===== config.mk =====
export PLATFORM = sky130hd
export DESIGN_NAME = byte_stream_instruction_decoder_core_flat
export DESIGN_NICKNAME = d
export VERILOG_FILES = /design/src/hw/rtl/bsid_pkg.sv /design/src/hw/rtl/bsid_byte_if.sv /design/src/hw/rtl/bsid_rec_if.sv /design/src/hw/rtl/bsid_decode.sv /design/src/hw/rtl/bsid_fifo.sv /design/src/hw/rtl/byte_stream_instruction_decoder_core.sv /design/src/flat_wrapper.sv
export SDC_FILE = /design/constraint.sdc
export NUM_CORES = 1
export LEC_CHECK = 0
export BUFFER_PORTS_ARGS = -buffer_cell sky130_fd_sc_hd__buf_2
export CORE_MARGIN = 3
export CORE_UTILIZATION = 35
export CTS_CLUSTER_DIAMETER = 60
export DETAILED_ROUTE_END_ITERATION = 6
export PLACE_DENSITY = 0.62
export SLEW_MARGIN = 30
export SYNTH_ARGS = -nofsm -noshare
export SYNTH_HDL_FRONTEND = slang
export SYNTH_HIERARCHICAL = 1
export SYNTH_SLANG_ARGS = --single-unit

===== constraint.sdc =====
create_clock -name clk -period 10.2 [get_ports clk]
set_input_delay 0 -clock clk [delete_from_list [all_inputs] [get_ports clk]]
set_output_delay 0 -clock clk [all_outputs]
set_load 0.005 [all_outputs]

===== src/hw/rtl/bsid_pkg.sv =====
// bsid_pkg: types, opcode constants and decode functions for the byte stream
// instruction decoder. No dependencies; used by bsid_decode, bsid_fifo and the core.
package bsid_pkg;

  localparam int FIFO_DEPTH = 3;

  // result forms
  localparam logic [2:0] FORM_RMR = 3'd0;
  localparam logic [2:0] FORM_IRM = 3'd1;
  localparam logic [2:0] FORM_IR  = 3'd2;
  localparam logic [2:0] FORM_IA  = 3'd3;
  localparam logic [2:0] FORM_JMP = 3'd4;
  localparam logic [2:0] FORM_BAD = 3'd5;

  // operations
  localparam logic [4:0] OP_MOV       = 5'd0;
  localparam logic [4:0] OP_ADD       = 5'd1;
  localparam logic [4:0] OP_SUB       = 5'd2;
  localparam logic [4:0] OP_CMP       = 5'd3;
  localparam logic [4:0] OP_JCC_BASE  = 5'd4;
  localparam logic [4:0] OP_LOOP_BASE = 5'd20;
  localparam logic [4:0] OP_BAD       = 5'd24;

  // arithmetic group extension codes (ModRM reg / opcode bits 5..3)
  localparam logic [2:0] EXT_ADD = 3'b000;
  localparam logic [2:0] EXT_SUB = 3'b101;

  localparam logic [2:0] RM_DIRECT = 3'b110;

  localparam logic [1:0] MOD_MEM   = 2'b00;
  localparam logic [1:0] MOD_DISP8 = 2'b01;
  localparam logic [1:0] MOD_DISP16 = 2'b10;

  // opcode masks and patterns
  localparam logic [7:0] MASK_FC = 8'hFC;
  localparam logic [7:0] MASK_FE = 8'hFE;
  localparam logic [7:0] MASK_F0 = 8'hF0;

  localparam logic [7:0] OPC_MOV_RM     = 8'h88;
  localparam logic [7:0] OPC_MOV_IMM_RM = 8'hC6;
  localparam logic [7:0] OPC_MOV_IMM_R  = 8'hB0;
  localparam logic [7:0] OPC_ADD_RM     = 8'h00;
  localparam logic [7:0] OPC_SUB_RM     = 8'h28;
  localparam logic [7:0] OPC_CMP_RM     = 8'h38;
  localparam logic [7:0] OPC_ADD_IA     = 8'h04;
  localparam logic [7:0] OPC_SUB_IA     = 8'h2C;
  localparam logic [7:0] OPC_CMP_IA     = 8'h3C;
  localparam logic [7:0] OPC_ARITH_IMM  = 8'h80;
  localparam logic [7:0] OPC_JCC        = 8'h70;
  localparam logic [7:0] OPC_LOOP       = 8'hE0;

  typedef struct packed {
    logic [2:0]        form;
    logic [4:0]        operation;
    logic              dir_bit;
    logic              wide;
    logic              sign_extend;
    logic [1:0]        mode;
    logic [2:0]        reg_field;
    logic [2:0]        rm_field;
    logic [15:0]       displacement;
    logic [15:0]       immediate;
    logic signed [7:0] jump_offset;
    logic [2:0]        length;
  } rec_t;

  typedef struct packed {
    logic push;
    logic halted;
  } dec_stat_t;

  function automatic logic [2:0] form_of(logic [7:0] b);
    logic [2:0] f;
    if ((b & MASK_FC) == OPC_MOV_RM) f = FORM_RMR;
    else if ((b & MASK_FE) == OPC_MOV_IMM_RM) f = FORM_IRM;
    else if ((b & MASK_F0) == OPC_MOV_IMM_R) f = FORM_IR;
    else if ((b & MASK_FC) == OPC_ADD_RM || (b & MASK_FC) == OPC_SUB_RM ||
             (b & MASK_FC) == OPC_CMP_RM) f = FORM_RMR;
    else if ((b & MASK_FE) == OPC_ADD_IA || (b & MASK_FE) == OPC_SUB_IA ||
             (b & MASK_FE) == OPC_CMP_IA) f = FORM_IA;
    else if ((b & MASK_FC) == OPC_ARITH_IMM) f = FORM_IRM;
    else if ((b & MASK_F0) == OPC_JCC) f = FORM_JMP;
    else if ((b & MASK_FC) == OPC_LOOP) f = FORM_JMP;
    else f = FORM_BAD;
    return f;
  endfunction

  function automatic logic is_arith(logic [7:0] b);
    return (b & MASK_FC) == OPC_ARITH_IMM;
  endfunction

  function automatic logic [4:0] op_from_bits(logic [2:0] sel);
    logic [4:0] op;
    if (sel == EXT_ADD) op = OP_ADD;
    else if (sel == EXT_SUB) op = OP_SUB;
    else op = OP_CMP;
    return op;
  endfunction

  function automatic logic wide_of(logic [7:0] b, logic [2:0] f);
    logic w;
    if (f == FORM_IR) w = b[3];
    else if (f == FORM_JMP || f == FORM_BAD) w = 1'b0;
    else w = b[0];
    return w;
  endfunction

  function automatic logic sbit_of(logic [7:0] b);
    return is_arith(b) & b[1];
  endfunction

  function automatic logic [1:0] imm_len(logic [7:0] b, logic [2:0] f);
    logic [1:0] n;
    if (f == FORM_RMR || f == FORM_BAD) n = 2'd0;
    else if (f == FORM_JMP) n = 2'd1;
    else if (wide_of(b, f) && !sbit_of(b)) n = 2'd2;
    else n = 2'd1;
    return n;
  endfunction

  function automatic logic [1:0] disp_len(logic [7:0] b, logic [7:0] m);
    logic [2:0] f;
    logic [1:0] n;
    f = form_of(b);
    if (f != FORM_RMR && f != FORM_IRM) n = 2'd0;
    else if (m[7:6] == MOD_MEM) n = (m[2:0] == RM_DIRECT) ? 2'd2 : 2'd0;
    else if (m[7:6] == MOD_DISP8) n = 2'd1;
    else if (m[7:6] == MOD_DISP16) n = 2'd2;
    else n = 2'd0;
    return n;
  endfunction

  function automatic logic [15:0] sext8(logic [7:0] v);
    return {{8{v[7]}}, v};
  endfunction

  function automatic rec_t bad_record();
    rec_t r;
    r           = '0;
    r.form      = FORM_BAD;
    r.operation = OP_BAD;
    r.length    = 3'd1;
    return r;
  endfunction

  function automatic rec_t make_record(logic [7:0] b, logic [7:0] modrm,
                                       logic [15:0] disp, logic [15:0] imm,
                                       logic [2:0] needed);
    rec_t       r;
    logic [2:0] f;
    logic       hm;
    logic [7:0] m;
    logic [1:0] dl;
    logic [1:0] il;
    f  = form_of(b);
    hm = (f == FORM_RMR) || (f == FORM_IRM);
    m  = hm ? modrm : 8'h00;
    dl = disp_len(b, m);
    il = imm_len(b, f);
    r  = '0;
    r.form = f;
    case (f)
      FORM_RMR: r.operation = ((b & MASK_FC) == OPC_MOV_RM) ? OP_MOV : op_from_bits(b[5:3]);
      FORM_IRM: r.operation = is_arith(b) ? op_from_bits(m[5:3]) : OP_MOV;
      FORM_IR:  r.operation = OP_MOV;
      FORM_IA:  r.operation = op_from_bits(b[5:3]);
      default: begin
        if ((b & MASK_F0) == OPC_JCC) r.operation = OP_JCC_BASE + {1'b0, b[3:0]};
        else r.operation = OP_LOOP_BASE + {3'b000, b[1:0]};
      end
    endcase
    r.dir_bit     = (f == FORM_RMR) ? b[1] : 1'b0;
    r.wide        = wide_of(b, f);
    r.sign_extend = sbit_of(b);
    r.mode        = m[7:6];
    if (hm) r.reg_field = m[5:3];
    else if (f == FORM_IR) r.reg_field = b[2:0];
    else r.reg_field = 3'd0;
    r.rm_field = m[2:0];
    if (dl == 2'd1) r.displacement = sext8(disp[7:0]);
    else if (dl == 2'd2) r.displacement = disp;
    else r.displacement = 16'h0000;
    if (f == FORM_JMP) r.jump_offset = imm[7:0];
    else if (il == 2'd2) r.immediate = imm;
    else if (il == 2'd1) r.immediate = sbit_of(b) ? sext8(imm[7:0]) : {8'h00, imm[7:0]};
    r.length = needed;
    return r;
  endfunction

endpackage


===== src/hw/rtl/bsid_byte_if.sv =====
// bsid_byte_if: valid/ready channel carrying one code byte per transaction.
// No dependencies.
interface bsid_byte_if;
  logic       valid;
  logic       ready;
  logic [7:0] code_byte;

  modport source (output valid, output code_byte, input ready);
  modport sink   (input valid, input code_byte, output ready);
endinterface


===== src/hw/rtl/bsid_rec_if.sv =====
// bsid_rec_if: valid/ready channel carrying one decoded instruction record.
// No dependencies.
interface bsid_rec_if;
  logic              valid;
  logic              ready;
  logic [2:0]        form;
  logic [4:0]        operation;
  logic              dir_bit;
  logic              wide;
  logic              sign_extend;
  logic [1:0]        mode;
  logic [2:0]        reg_field;
  logic [2:0]        rm_field;
  logic [15:0]       displacement;
  logic [15:0]       immediate;
  logic signed [7:0] jump_offset;
  logic [2:0]        length;

  modport source (output valid, output form, output operation, output dir_bit,
                  output wide, output sign_extend, output mode, output reg_field,
                  output rm_field, output displacement, output immediate,
                  output jump_offset, output length, input ready);
  modport sink   (input valid, input form, input operation, input dir_bit,
                  input wide, input sign_extend, input mode, input reg_field,
                  input rm_field, input displacement, input immediate,
                  input jump_offset, input length, output ready);
endinterface


===== src/hw/rtl/bsid_decode.sv =====
// bsid_decode: collection registers and per-byte decode; emits one record when
// an instruction completes. Depends on bsid_pkg.
module bsid_decode (
  input  logic                  clk,
  input  logic                  rst,
  input  logic                  valid,
  input  logic [7:0]            code_byte,
  output bsid_pkg::dec_stat_t   stat,
  output bsid_pkg::rec_t        rec
);

  logic [7:0]  first_byte, first_byte_next;
  logic [7:0]  modrm_byte, modrm_byte_next;
  logic [15:0] disp_collect, disp_collect_next;
  logic [15:0] imm_collect, imm_collect_next;
  logic [2:0]  bytes_seen, bytes_seen_next;
  logic [2:0]  bytes_needed, bytes_needed_next;
  logic        halted, halted_next;

  logic [2:0]  f;
  logic        hm;
  logic [1:0]  dl;
  logic [2:0]  off;
  logic [2:0]  imm_off;
  logic        push;

  always_comb begin
    first_byte_next   = first_byte;
    modrm_byte_next   = modrm_byte;
    disp_collect_next = disp_collect;
    imm_collect_next  = imm_collect;
    bytes_seen_next   = bytes_seen;
    bytes_needed_next = bytes_needed;
    halted_next       = halted;
    push              = 1'b0;
    rec               = '0;
    f                 = bsid_pkg::form_of(first_byte);
    hm                = 1'b0;
    dl                = 2'd0;
    off               = 3'd0;
    imm_off           = 3'd0;
    if (valid && !halted) begin
      if (bytes_seen == 3'd0) begin
        f                 = bsid_pkg::form_of(code_byte);
        first_byte_next   = code_byte;
        modrm_byte_next   = 8'h00;
        disp_collect_next = 16'h0000;
        imm_collect_next  = 16'h0000;
        if (f == bsid_pkg::FORM_BAD) begin
          push              = 1'b1;
          rec               = bsid_pkg::bad_record();
          halted_next       = 1'b1;
          bytes_needed_next = 3'd0;
        end else begin
          if (f == bsid_pkg::FORM_RMR || f == bsid_pkg::FORM_IRM) begin
            bytes_needed_next = 3'd2;
          end else begin
            bytes_needed_next = 3'd1 + {1'b0, bsid_pkg::imm_len(code_byte, f)};
          end
          bytes_seen_next = 3'd1;
        end
      end else begin
        hm = (f == bsid_pkg::FORM_RMR) || (f == bsid_pkg::FORM_IRM);
        if (hm && bytes_seen == 3'd1) begin
          modrm_byte_next   = code_byte;
          bytes_needed_next = 3'd2 + {1'b0, bsid_pkg::disp_len(first_byte, code_byte)}
                              + {1'b0, bsid_pkg::imm_len(first_byte, f)};
        end else begin
          dl  = bsid_pkg::disp_len(first_byte, hm ? modrm_byte : 8'h00);
          off = bytes_seen - 3'd1 - {2'b00, hm};
          if (off < {1'b0, dl}) begin
            disp_collect_next = disp_collect |
                                (off[0] ? {code_byte, 8'h00} : {8'h00, code_byte});
          end else begin
            imm_off          = off - {1'b0, dl};
            imm_collect_next = imm_collect |
                               (imm_off[0] ? {code_byte, 8'h00} : {8'h00, code_byte});
          end
        end
        bytes_seen_next = bytes_seen + 3'd1;
        if (bytes_seen_next >= bytes_needed_next) begin
          push              = 1'b1;
          rec               = bsid_pkg::make_record(first_byte_next, modrm_byte_next,
                                                    disp_collect_next, imm_collect_next,
                                                    bytes_needed_next);
          bytes_seen_next   = 3'd0;
          bytes_needed_next = 3'd0;
        end
      end
    end
  end

  always_ff @(posedge clk) begin
    if (rst) begin
      first_byte   <= 8'h00;
      modrm_byte   <= 8'h00;
      disp_collect <= 16'h0000;
      imm_collect  <= 16'h0000;
      bytes_seen   <= 3'd0;
      bytes_needed <= 3'd0;
      halted       <= 1'b0;
    end else begin
      first_byte   <= first_byte_next;
      modrm_byte   <= modrm_byte_next;
      disp_collect <= disp_collect_next;
      imm_collect  <= imm_collect_next;
      bytes_seen   <= bytes_seen_next;
      bytes_needed <= bytes_needed_next;
      halted       <= halted_next;
    end
  end

  assign stat.push   = push;
  assign stat.halted = halted;

endmodule


===== src/hw/rtl/bsid_fifo.sv =====
// bsid_fifo: small record queue that forms the result register and absorbs
// output stalls. Depends on bsid_pkg.
module bsid_fifo #(
  parameter int DEPTH = bsid_pkg::FIFO_DEPTH
) (
  input  logic                         clk,
  input  logic                         rst,
  input  logic                         push,
  input  bsid_pkg::rec_t               push_data,
  input  logic                         pop,
  output bsid_pkg::rec_t               head_data,
  output logic [$clog2(DEPTH+1)-1:0]   count
);

  localparam int PW = $clog2(DEPTH);
  localparam int CW = $clog2(DEPTH+1);
  localparam logic [PW-1:0] LAST = PW'(DEPTH - 1);

  bsid_pkg::rec_t entries [DEPTH];
  logic [PW-1:0]  head, tail;

  always_ff @(posedge clk) begin
    if (push) begin
      entries[tail] <= push_data;
    end
  end

  always_ff @(posedge clk) begin
    if (rst) begin
      head  <= '0;
      tail  <= '0;
      count <= '0;
    end else begin
      if (push) begin
        tail <= (tail == LAST) ? '0 : tail + PW'(1);
      end
      if (pop) begin
        head <= (head == LAST) ? '0 : head + PW'(1);
      end
      if (push && !pop) begin
        count <= count + CW'(1);
      end else if (pop && !push) begin
        count <= count - CW'(1);
      end
    end
  end

  assign head_data = entries[head];

endmodule


===== src/hw/rtl/byte_stream_instruction_decoder_core.sv =====
// byte_stream_instruction_decoder_core: top level of the 16-bit x86 subset
// decoder. Depends on bsid_pkg, bsid_byte_if, bsid_rec_if, bsid_decode, bsid_fifo.
//
// Usage:
//   byte_ch   code bytes of the instruction stream, one per transaction.
//   record_ch one decoded record per complete instruction (mov/add/sub/cmp
//             forms, conditional jumps, loop family, jcxz) with its length.
// A byte is registered on acceptance, decoded in the next cycle and the
// record is written to a FIFO_DEPTH-entry output queue; the record of an
// instruction is valid on record_ch as soon as the queue holds it. One byte
// is accepted every cycle while the queue has room: ready depends only on the
// queue fill and the staged byte, so a stalled receiver stops the byte channel
// once the queue holds FIFO_DEPTH-1 records with one byte in flight. Record
// order is kept, none is dropped.
// An unknown first byte yields an invalid record (form 5, length 1); after
// that, bytes are still accepted but ignored until reset.
// Reset (synchronous, active high) empties the queue and clears all
// collection state; the next byte is taken as a first byte.
module byte_stream_instruction_decoder_core #(
  parameter int FIFO_DEPTH = bsid_pkg::FIFO_DEPTH
) (
  input  logic        clk,
  input  logic        rst,
  bsid_byte_if.sink   byte_ch,
  bsid_rec_if.source  record_ch
);

  localparam int CW = $clog2(FIFO_DEPTH+1);

  logic                 stage_valid;
  logic [7:0]           stage_byte;
  bsid_pkg::dec_stat_t  dec_stat;
  bsid_pkg::rec_t       dec_rec;
  bsid_pkg::rec_t       head_rec;
  logic [CW-1:0]        count;
  logic                 pop;

  assign byte_ch.ready = ({1'b0, count} + {{CW{1'b0}}, stage_valid})
                         <= (CW+1)'(FIFO_DEPTH - 1);

  always_ff @(posedge clk) begin
    if (rst) begin
      stage_valid <= 1'b0;
    end else begin
      stage_valid <= byte_ch.valid && byte_ch.ready;
    end
  end

  always_ff @(posedge clk) begin
    if (byte_ch.valid && byte_ch.ready) begin
      stage_byte <= byte_ch.code_byte;
    end
  end

  bsid_decode u_decode (
    .clk       (clk),
    .rst       (rst),
    .valid     (stage_valid),
    .code_byte (stage_byte),
    .stat      (dec_stat),
    .rec       (dec_rec)
  );

  bsid_fifo #(
    .DEPTH (FIFO_DEPTH)
  ) u_fifo (
    .clk       (clk),
    .rst       (rst),
    .push      (dec_stat.push),
    .push_data (dec_rec),
    .pop       (pop),
    .head_data (head_rec),
    .count     (count)
  );

  assign pop                    = record_ch.valid && record_ch.ready;
  assign record_ch.valid        = (count != '0);
  assign record_ch.form         = head_rec.form;
  assign record_ch.operation    = head_rec.operation;
  assign record_ch.dir_bit      = head_rec.dir_bit;
  assign record_ch.wide         = head_rec.wide;
  assign record_ch.sign_extend  = head_rec.sign_extend;
  assign record_ch.mode         = head_rec.mode;
  assign record_ch.reg_field    = head_rec.reg_field;
  assign record_ch.rm_field     = head_rec.rm_field;
  assign record_ch.displacement = head_rec.displacement;
  assign record_ch.immediate    = head_rec.immediate;
  assign record_ch.jump_offset  = head_rec.jump_offset;
  assign record_ch.length       = head_rec.length;

  // queue never overflows: ready accounts for the staged byte
  assert property (@(posedge clk) disable iff (rst)
    !(dec_stat.push && !pop && count == CW'(FIFO_DEPTH)))
    else $error("record queue overflow");

  // once an invalid record is produced, the decoder stays halted
  assert property (@(posedge clk) disable iff (rst)
    dec_stat.push && dec_rec.form == bsid_pkg::FORM_BAD |=> dec_stat.halted)
    else $error("decoder not halted after invalid record");

  assert property (@(posedge clk) disable iff (rst)
    dec_stat.halted |-> !dec_stat.push)
    else $error("record produced while halted");

  // every record carries a length of one to six bytes
  assert property (@(posedge clk) disable iff (rst)
    dec_stat.push |-> (dec_rec.length != 3'd0 && dec_rec.length != 3'd7))
    else $error("record length out of range");

endmodule

===== src/flat_wrapper.sv =====
// flat-port wrapper written by rule: the top's interface ports become plain ports
module byte_stream_instruction_decoder_core_flat 
#(
  parameter int FIFO_DEPTH = bsid_pkg::FIFO_DEPTH
)
  (clk, rst, byte_ch_valid, byte_ch_code_byte, byte_ch_ready, record_ch_valid, record_ch_form, record_ch_operation, record_ch_dir_bit, record_ch_wide, record_ch_sign_extend, record_ch_mode, record_ch_reg_field, record_ch_rm_field, record_ch_displacement, record_ch_immediate, record_ch_jump_offset, record_ch_length, record_ch_ready);
  bsid_byte_if byte_ch_i ();
  bsid_rec_if record_ch_i ();
  input  logic clk;
  input  logic rst;
  input wire logic [$bits(byte_ch_i.valid)-1:0] byte_ch_valid;
  input wire logic [$bits(byte_ch_i.code_byte)-1:0] byte_ch_code_byte;
  output wire logic [$bits(byte_ch_i.ready)-1:0] byte_ch_ready;
  output wire logic [$bits(record_ch_i.valid)-1:0] record_ch_valid;
  output wire logic [$bits(record_ch_i.form)-1:0] record_ch_form;
  output wire logic [$bits(record_ch_i.operation)-1:0] record_ch_operation;
  output wire logic [$bits(record_ch_i.dir_bit)-1:0] record_ch_dir_bit;
  output wire logic [$bits(record_ch_i.wide)-1:0] record_ch_wide;
  output wire logic [$bits(record_ch_i.sign_extend)-1:0] record_ch_sign_extend;
  output wire logic [$bits(record_ch_i.mode)-1:0] record_ch_mode;
  output wire logic [$bits(record_ch_i.reg_field)-1:0] record_ch_reg_field;
  output wire logic [$bits(record_ch_i.rm_field)-1:0] record_ch_rm_field;
  output wire logic [$bits(record_ch_i.displacement)-1:0] record_ch_displacement;
  output wire logic [$bits(record_ch_i.immediate)-1:0] record_ch_immediate;
  output wire logic [$bits(record_ch_i.jump_offset)-1:0] record_ch_jump_offset;
  output wire logic [$bits(record_ch_i.length)-1:0] record_ch_length;
  input wire logic [$bits(record_ch_i.ready)-1:0] record_ch_ready;
  assign byte_ch_i.valid = byte_ch_valid;
  assign byte_ch_i.code_byte = byte_ch_code_byte;
  assign byte_ch_ready = byte_ch_i.ready;
  assign record_ch_valid = record_ch_i.valid;
  assign record_ch_form = record_ch_i.form;
  assign record_ch_operation = record_ch_i.operation;
  assign record_ch_dir_bit = record_ch_i.dir_bit;
  assign record_ch_wide = record_ch_i.wide;
  assign record_ch_sign_extend = record_ch_i.sign_extend;
  assign record_ch_mode = record_ch_i.mode;
  assign record_ch_reg_field = record_ch_i.reg_field;
  assign record_ch_rm_field = record_ch_i.rm_field;
  assign record_ch_displacement = record_ch_i.displacement;
  assign record_ch_immediate = record_ch_i.immediate;
  assign record_ch_jump_offset = record_ch_i.jump_offset;
  assign record_ch_length = record_ch_i.length;
  assign record_ch_i.ready = record_ch_ready;
  byte_stream_instruction_decoder_core #(.FIFO_DEPTH(FIFO_DEPTH)) u_core (.clk(clk), .rst(rst), .byte_ch(byte_ch_i), .record_ch(record_ch_i));
endmodule

Word level (Yosys, flattened, before mapping). Memory sizes are Yosys's and may differ from the RTL's. A register that Yosys moved wholly into a read port is not among the register bits. Cells that the tools add are included.

Bits of input ports: 12. RAM bits: 186. Register bits: 70. Memories: 1.

Memories: u_core.u_fifo.entries (words 3, width 62, read ports 1, clocked after Yosys merged registers in 1, wr ports 1, RTL line bsid_fifo.sv:19) `bsid_pkg::rec_t entries [DEPTH];`.

Bitwise operators: 4. Mux-type cells: 150. Order comparisons: 3. Reduce and logical (&&, ||, !) cells: 53. Add/subtract/negate cells: 14. Equal/unequal tests: 57.

Operator list (count): $mux 62 (4); $mux 16 (14); $mux 3 (35); $mux 2 (50); $mux 8 (7); $eq 6x6->1 const B (6); $mux 1 (35); $eq 3x3->1 const B (11); $or 16x16->16 (2); $eq 7x5->1 const B (4); $eq 6x4->1 const B (4); $mux 5 (4); $pmux 5 s4 (1); $logic_not 3->1 (6); $logic_or 1x1->1 (17); $logic_not 8->1 (2); $eq 2x2->1 const B (7); $eq 7x2->1 const B (2); $eq 7x7->1 const B (2); $eq 3x1->1 const B (4); $eq 3x2->1 const B (4); $logic_and 1x1->1 (12); $eq 2x1->1 const B (5); $ne 3x1->1 const B (3); 25 further kinds (40).

Longest topological paths before layout.
Word-level depth: 56. Gate-level depth with buffers: 24. Depth with buffers taken out: 22.

By module. Netlist, hierarchy kept.

Modules (own cells, without submodules): bsid_fifo (area each 7193.1 µm², cells each 423, times used 1); bsid_decode (area each 3917.5 µm², cells each 541, times used 1); byte_stream_instruction_decoder_core (area each 362.8 µm², cells each 22, times used 1).

Least setup slack after synthesis. Ideal clock, no wire load.

Kind: reg-to-reg. Start: reg u_core.u_decode.first_byte[3]. End: reg u_core.u_fifo.tail[0]. Arrival: 8.614 ns. Cell stages (with the launch flop): 22. Required time: 10.123 ns. Path slack: 1.509 ns. Library setup time: 0.077 ns. Cells stage by stage: dfxtp_1 > inv_1 > ha_1 > or3b_1 > a211o_1 > a31oi_4 > nand2_2 > or3_1 > ha_1 > inv_1 > ha_1 > mux2i_1 > ha_1 > a21o_1 > a21oi_1 > nor2_1 > o21ai_0 > inv_1 > buf_4 > inv_1 > nor3_1 > o21ba_2.

Longest elaborated chain between the ends: 33. Elaborated cells on any way between the ends: 66. Classes of those cells: 2 x add/sub; 1 x order compare; 14 x eq/ne; 34 x mux; 1 x bitwise; 14 x reduce/logical.

Ends and longest elaborated chain: from (decl) (RTL line bsid_decode.sv:12) `logic [7:0] first_byte, first_byte_next;`; from (signal assigned) (RTL line bsid_decode.sv:103) `first_byte <= first_byte_next;`; $eq 6x6->1 (RTL line bsid_pkg.sv:83) `else if ((b & MASK_FC) == OPC_LOOP) f = FORM_JMP;`; $mux 1 (RTL line bsid_pkg.sv:83); $mux 1 (RTL line bsid_pkg.sv:82) `else if ((b & MASK_F0) == OPC_JCC) f = FORM_JMP;`; $mux 3 (RTL line bsid_pkg.sv:81) `else if ((b & MASK_FC) == OPC_ARITH_IMM) f = FORM_IRM;`; $mux 3 (RTL line bsid_pkg.sv:79) `else if ((b & MASK_FE) == OPC_ADD_IA || (b & MASK_FE) == OPC_SUB_IA ||`; $mux 3 (RTL line bsid_pkg.sv:77) `else if ((b & MASK_FC) == OPC_ADD_RM || (b & MASK_FC) == OPC_SUB_RM ||`; $mux 3 (RTL line bsid_pkg.sv:76) `else if ((b & MASK_F0) == OPC_MOV_IMM_R) f = FORM_IR;`; $mux 3 (RTL line bsid_pkg.sv:75) `else if ((b & MASK_FE) == OPC_MOV_IMM_RM) f = FORM_IRM;`; [18 not listed]; $mux 3 (*) (RTL line bsid_decode.sv:64) `if (hm && bytes_seen == 3'd1) begin`; $mux 3 (*) (RTL line bsid_decode.sv:43) `if (bytes_seen == 3'd0) begin`; $mux 3 (*) (RTL line bsid_decode.sv:42) `if (valid && !halted) begin`; $ge 3x3->1 (*) (RTL line bsid_decode.sv:81) `if (bytes_seen_next >= bytes_needed_next) begin`; $mux 1 (*) (RTL line bsid_decode.sv:81); $mux 1 (*) (RTL line bsid_decode.sv:43); $mux 1 (*) (RTL line bsid_decode.sv:42); net u_core.u_decode.push (RTL line bsid_decode.sv:25) `logic push;`; to (signal assigned) (RTL line bsid_fifo.sv:35) `tail <= (tail == LAST) ? '0 : tail + PW'(1);`; to (decl) (RTL line bsid_fifo.sv:20) `logic [PW-1:0] head, tail;`.

The timed path passes the listed nets; every way through them passes the cells marked *. The select of a mux whose other input is x is not followed. A chain may end at the register's enable or synchronous reset.

==> impl_results.md <==
- Status: completed
- Final Cell Area: 13300 um^2
- RePlAce Congestion: 0.874
- F_max: 161 MHz
- Reg clk slew, reported paths: 0.06 ns
- Slew Limit Fails: 0
- Clk buf depth: 3
- CTS buffer count: 30
- Comb pwr share: 22.3%
- Hold Path Class: in2reg
- Drc violations: 0
- First-pass GRT wire length: 41000 um
- Tightest Pin Transition: 0.963 ns
- Post-route ant nets: 0
- Clock skew: 0.0117 ns
- Endpoints failing hold: 0
- H-tree Lvls: 1
- Root Driver: clkbuf_16
- Area Overhead vs Synth: 16.1%
- Period minus WS final: 6.20 ns
- Layout cells sized above 1: 14.9%
- Die width: 187 um
- Critical path peak fanout: 37
- Int Pwr: 2130 uW
- Syn_area_per_cell: 11.6 um^2
- Reg2Reg Setup Slack: 4.00 ns
- Final nets: 1085
- Pin count of the biggest net entering global routing: 64
- RSZ-0062 raised after global routing: no
- Ports: 76
- CTS tree: yes
- Max-slew headroom: 35.7%
- Beginning of the worst hold path: byte_ch_code_byte[6]
- PD cells: 228 nW/um^2
- Starting Density: 36.0%
- Row count: 65
- Vias in the first global route: 7304
- Total of max-cap violations: 0
- CP Capture Type: flip-flop
- Resized Gates After CTS: 0
- Syn_nets: 1017
- RR Endpoint: u_core/u_fifo/tail[1]
- Net switching power: 905 uW
- Setup TNS: 0 ns
- WL/cell: 17.3 um
- Clk Latency, worst-skew pair: 0.54 ns
- Hold Crit Depth: 2
- DR vias: 7725
- Final Cycle Share: 60.8%
- Diode count: 0
- Worst hold path endpoint: u_core/stage_byte[6]
- Gr usage total: 14.5%
- Placed Area: 12200 um^2
- Final setup violation count: 0
- Worst Path Arrival: 6.61 ns
- Via/cell ratio: 5.11
- Synth Warn #: 6
- DIE HEIGHT: 187 um
- Core region area: 31900 um^2
- Reg-to-reg critical path startpoint: u_core/u_decode/first_byte[3]
- Mapped Cells: 985
- I/O Buffers: 75
- Grt total ovfl: 0
- Pre-antenna DRT Iters: 5
- Iter 0 DRT Violations: 735
- Drt total wl: 26100 um
- Switching Fraction: 29.8%
- CP Class: reg2reg
- VDD IR max: 0.000122 V
- Die area: 35000 um^2
- Post-Syn Area: 11500 um^2
- Reg power frac: 42.5%
- CP required: 10.61 ns
- Clk pwr share: 35.2%
- Clk sinks: 258
- Initial antenna violation count: 0
- Critical Path Start Type: flip-flop
- Leakage power: 0.00441 uW
- Dpl hpwl: 16600 um
- R2R cell count: 21
-- placed cells by master (no fill, tap or decap), types with 18 or more instances in the layout --
cell and count:
edfxtp_1 194, nand2_1 108, nor2_1 90, a21oi_1 79, buf_2 75, mux2i_1 74, dfxtp_1 62, o21ai_1 55
a31oi_1 32, clkbuf_16 31, o21ai_0 23, inv_1 20, ha_1 20, nor3_1 18
-- state kept, by name (all words and copies together) (netlist names), named ones only --
| register | count |
|---|---|
| u_core/stage_byte | 8 |
| u_core/stage_valid | 1 |
| u_core/u_decode/bytes_needed | 3 |
| u_core/u_decode/bytes_seen | 3 |
| u_core/u_decode/disp_collect | 16 |
| u_core/u_decode/first_byte | 8 |
| u_core/u_decode/halted | 1 |
| u_core/u_decode/imm_collect | 16 |
| u_core/u_decode/modrm_byte | 8 |
| u_core/u_fifo/count | 2 |
| u_core/u_fifo/entries | 186 |
| u_core/u_fifo/head | 2 |
| u_core/u_fifo/tail | 2 |
-- stage by stage --
step / instances / total power [uW] / setup slack (ns) / hold WS [ns] / util, %
global route: 1512 / 3190 / 3.52 / 0.165 / 41.7
floorplan: 985 / 1760 / 1.51 / 0.0691 / -
global placement: 1445 / 1980 / 4.20 / 0.182 / 38.2
finish: 1512 / 3030 / 4.00 / 0.168 / 41.7
CTS: 1512 / 3070 / 3.99 / 0.147 / 41.7
detailed placement: 1445 / 1990 / 4.02 / 0.178 / 38.2
-- worst max path at each step --
stage | end | cells after the start | slack, ns | from
final | u_core/u_fifo/tail[1] | 21 | 4.00 | u_core/u_decode/first_byte[3]
after global placement | u_core/u_fifo/entries[2][41] | 20 | 4.20 | u_core/u_decode/first_byte[3]
after detailed placement | u_core/u_fifo/tail[1] | 21 | 4.02 | u_core/u_decode/first_byte[3]
after global routing | u_core/u_fifo/tail[1] | 19 | 3.52 | u_core/u_decode/first_byte[7]
after CTS | u_core/u_fifo/tail[1] | 21 | 3.99 | u_core/u_decode/first_byte[3]
after floorplan | u_core/u_fifo/tail[0] | 21 | 1.51 | u_core/u_decode/first_byte[3]
-- power by group through the flow --
stage | clock, uW | sequential, uW | combinational [uW]
detailed placement | 0 | 1310 | 678
global route | 1140 | 1300 | 751
global placement | 0 | 1310 | 672
CTS | 1090 | 1290 | 685
finish | 1070 | 1290 | 675
floorplan | 0 | 1260 | 501
-- worst max-delay path, cell delays in order, from the launching register on --
cell and delay (ns):
dfxtp_1 0.40, inv_1 0.14, ha_1 0.26, or3b_1 0.36, a211o_1 0.41, a31oi_4 0.32
nand2_2 0.29, or3_1 0.44, ha_1 0.29, inv_1 0.04, ha_1 0.28, mux2i_1 0.26
ha_1 0.29, a21o_1 0.16, a21oi_1 0.37, nor2_1 0.11, o21ai_0 0.32, inv_1 0.17
and3b_2 0.48, buf_4 0.42, a21oi_1 0.20, nor2_1 0.05
-- routing by layer --
layer | vias up | wire [um] | track usage, % | share of wire, %
met4 | 0 | 822 | 4.42 | 3.1
met2 | 230 | 12300 | 23.9 | 47
met5 | - | 0 | 0 | 0
met3 | 59 | 1280 | 2.19 | 4.9
met1 | 3685 | 11700 | 19.7 | 45
li1 | 3751 | - | - | -
-- final cells by class --
class	count	area, um^2
fillers	3067	18600
flip-flops and latches	258	7110
multi-input cells	642	3960
clock buffers	42	847
repair buffers	101	598
well taps	435	544
clock inverters	14	165
inverters	20	75.1
-- what timing repair did --
item | in CTS | in global routing
endpoints found under the hold margin | 38 | 0
hold buffers | 11 | 0
buffers inserted | 0 | 0
Power figures use the tool's default switching activity.
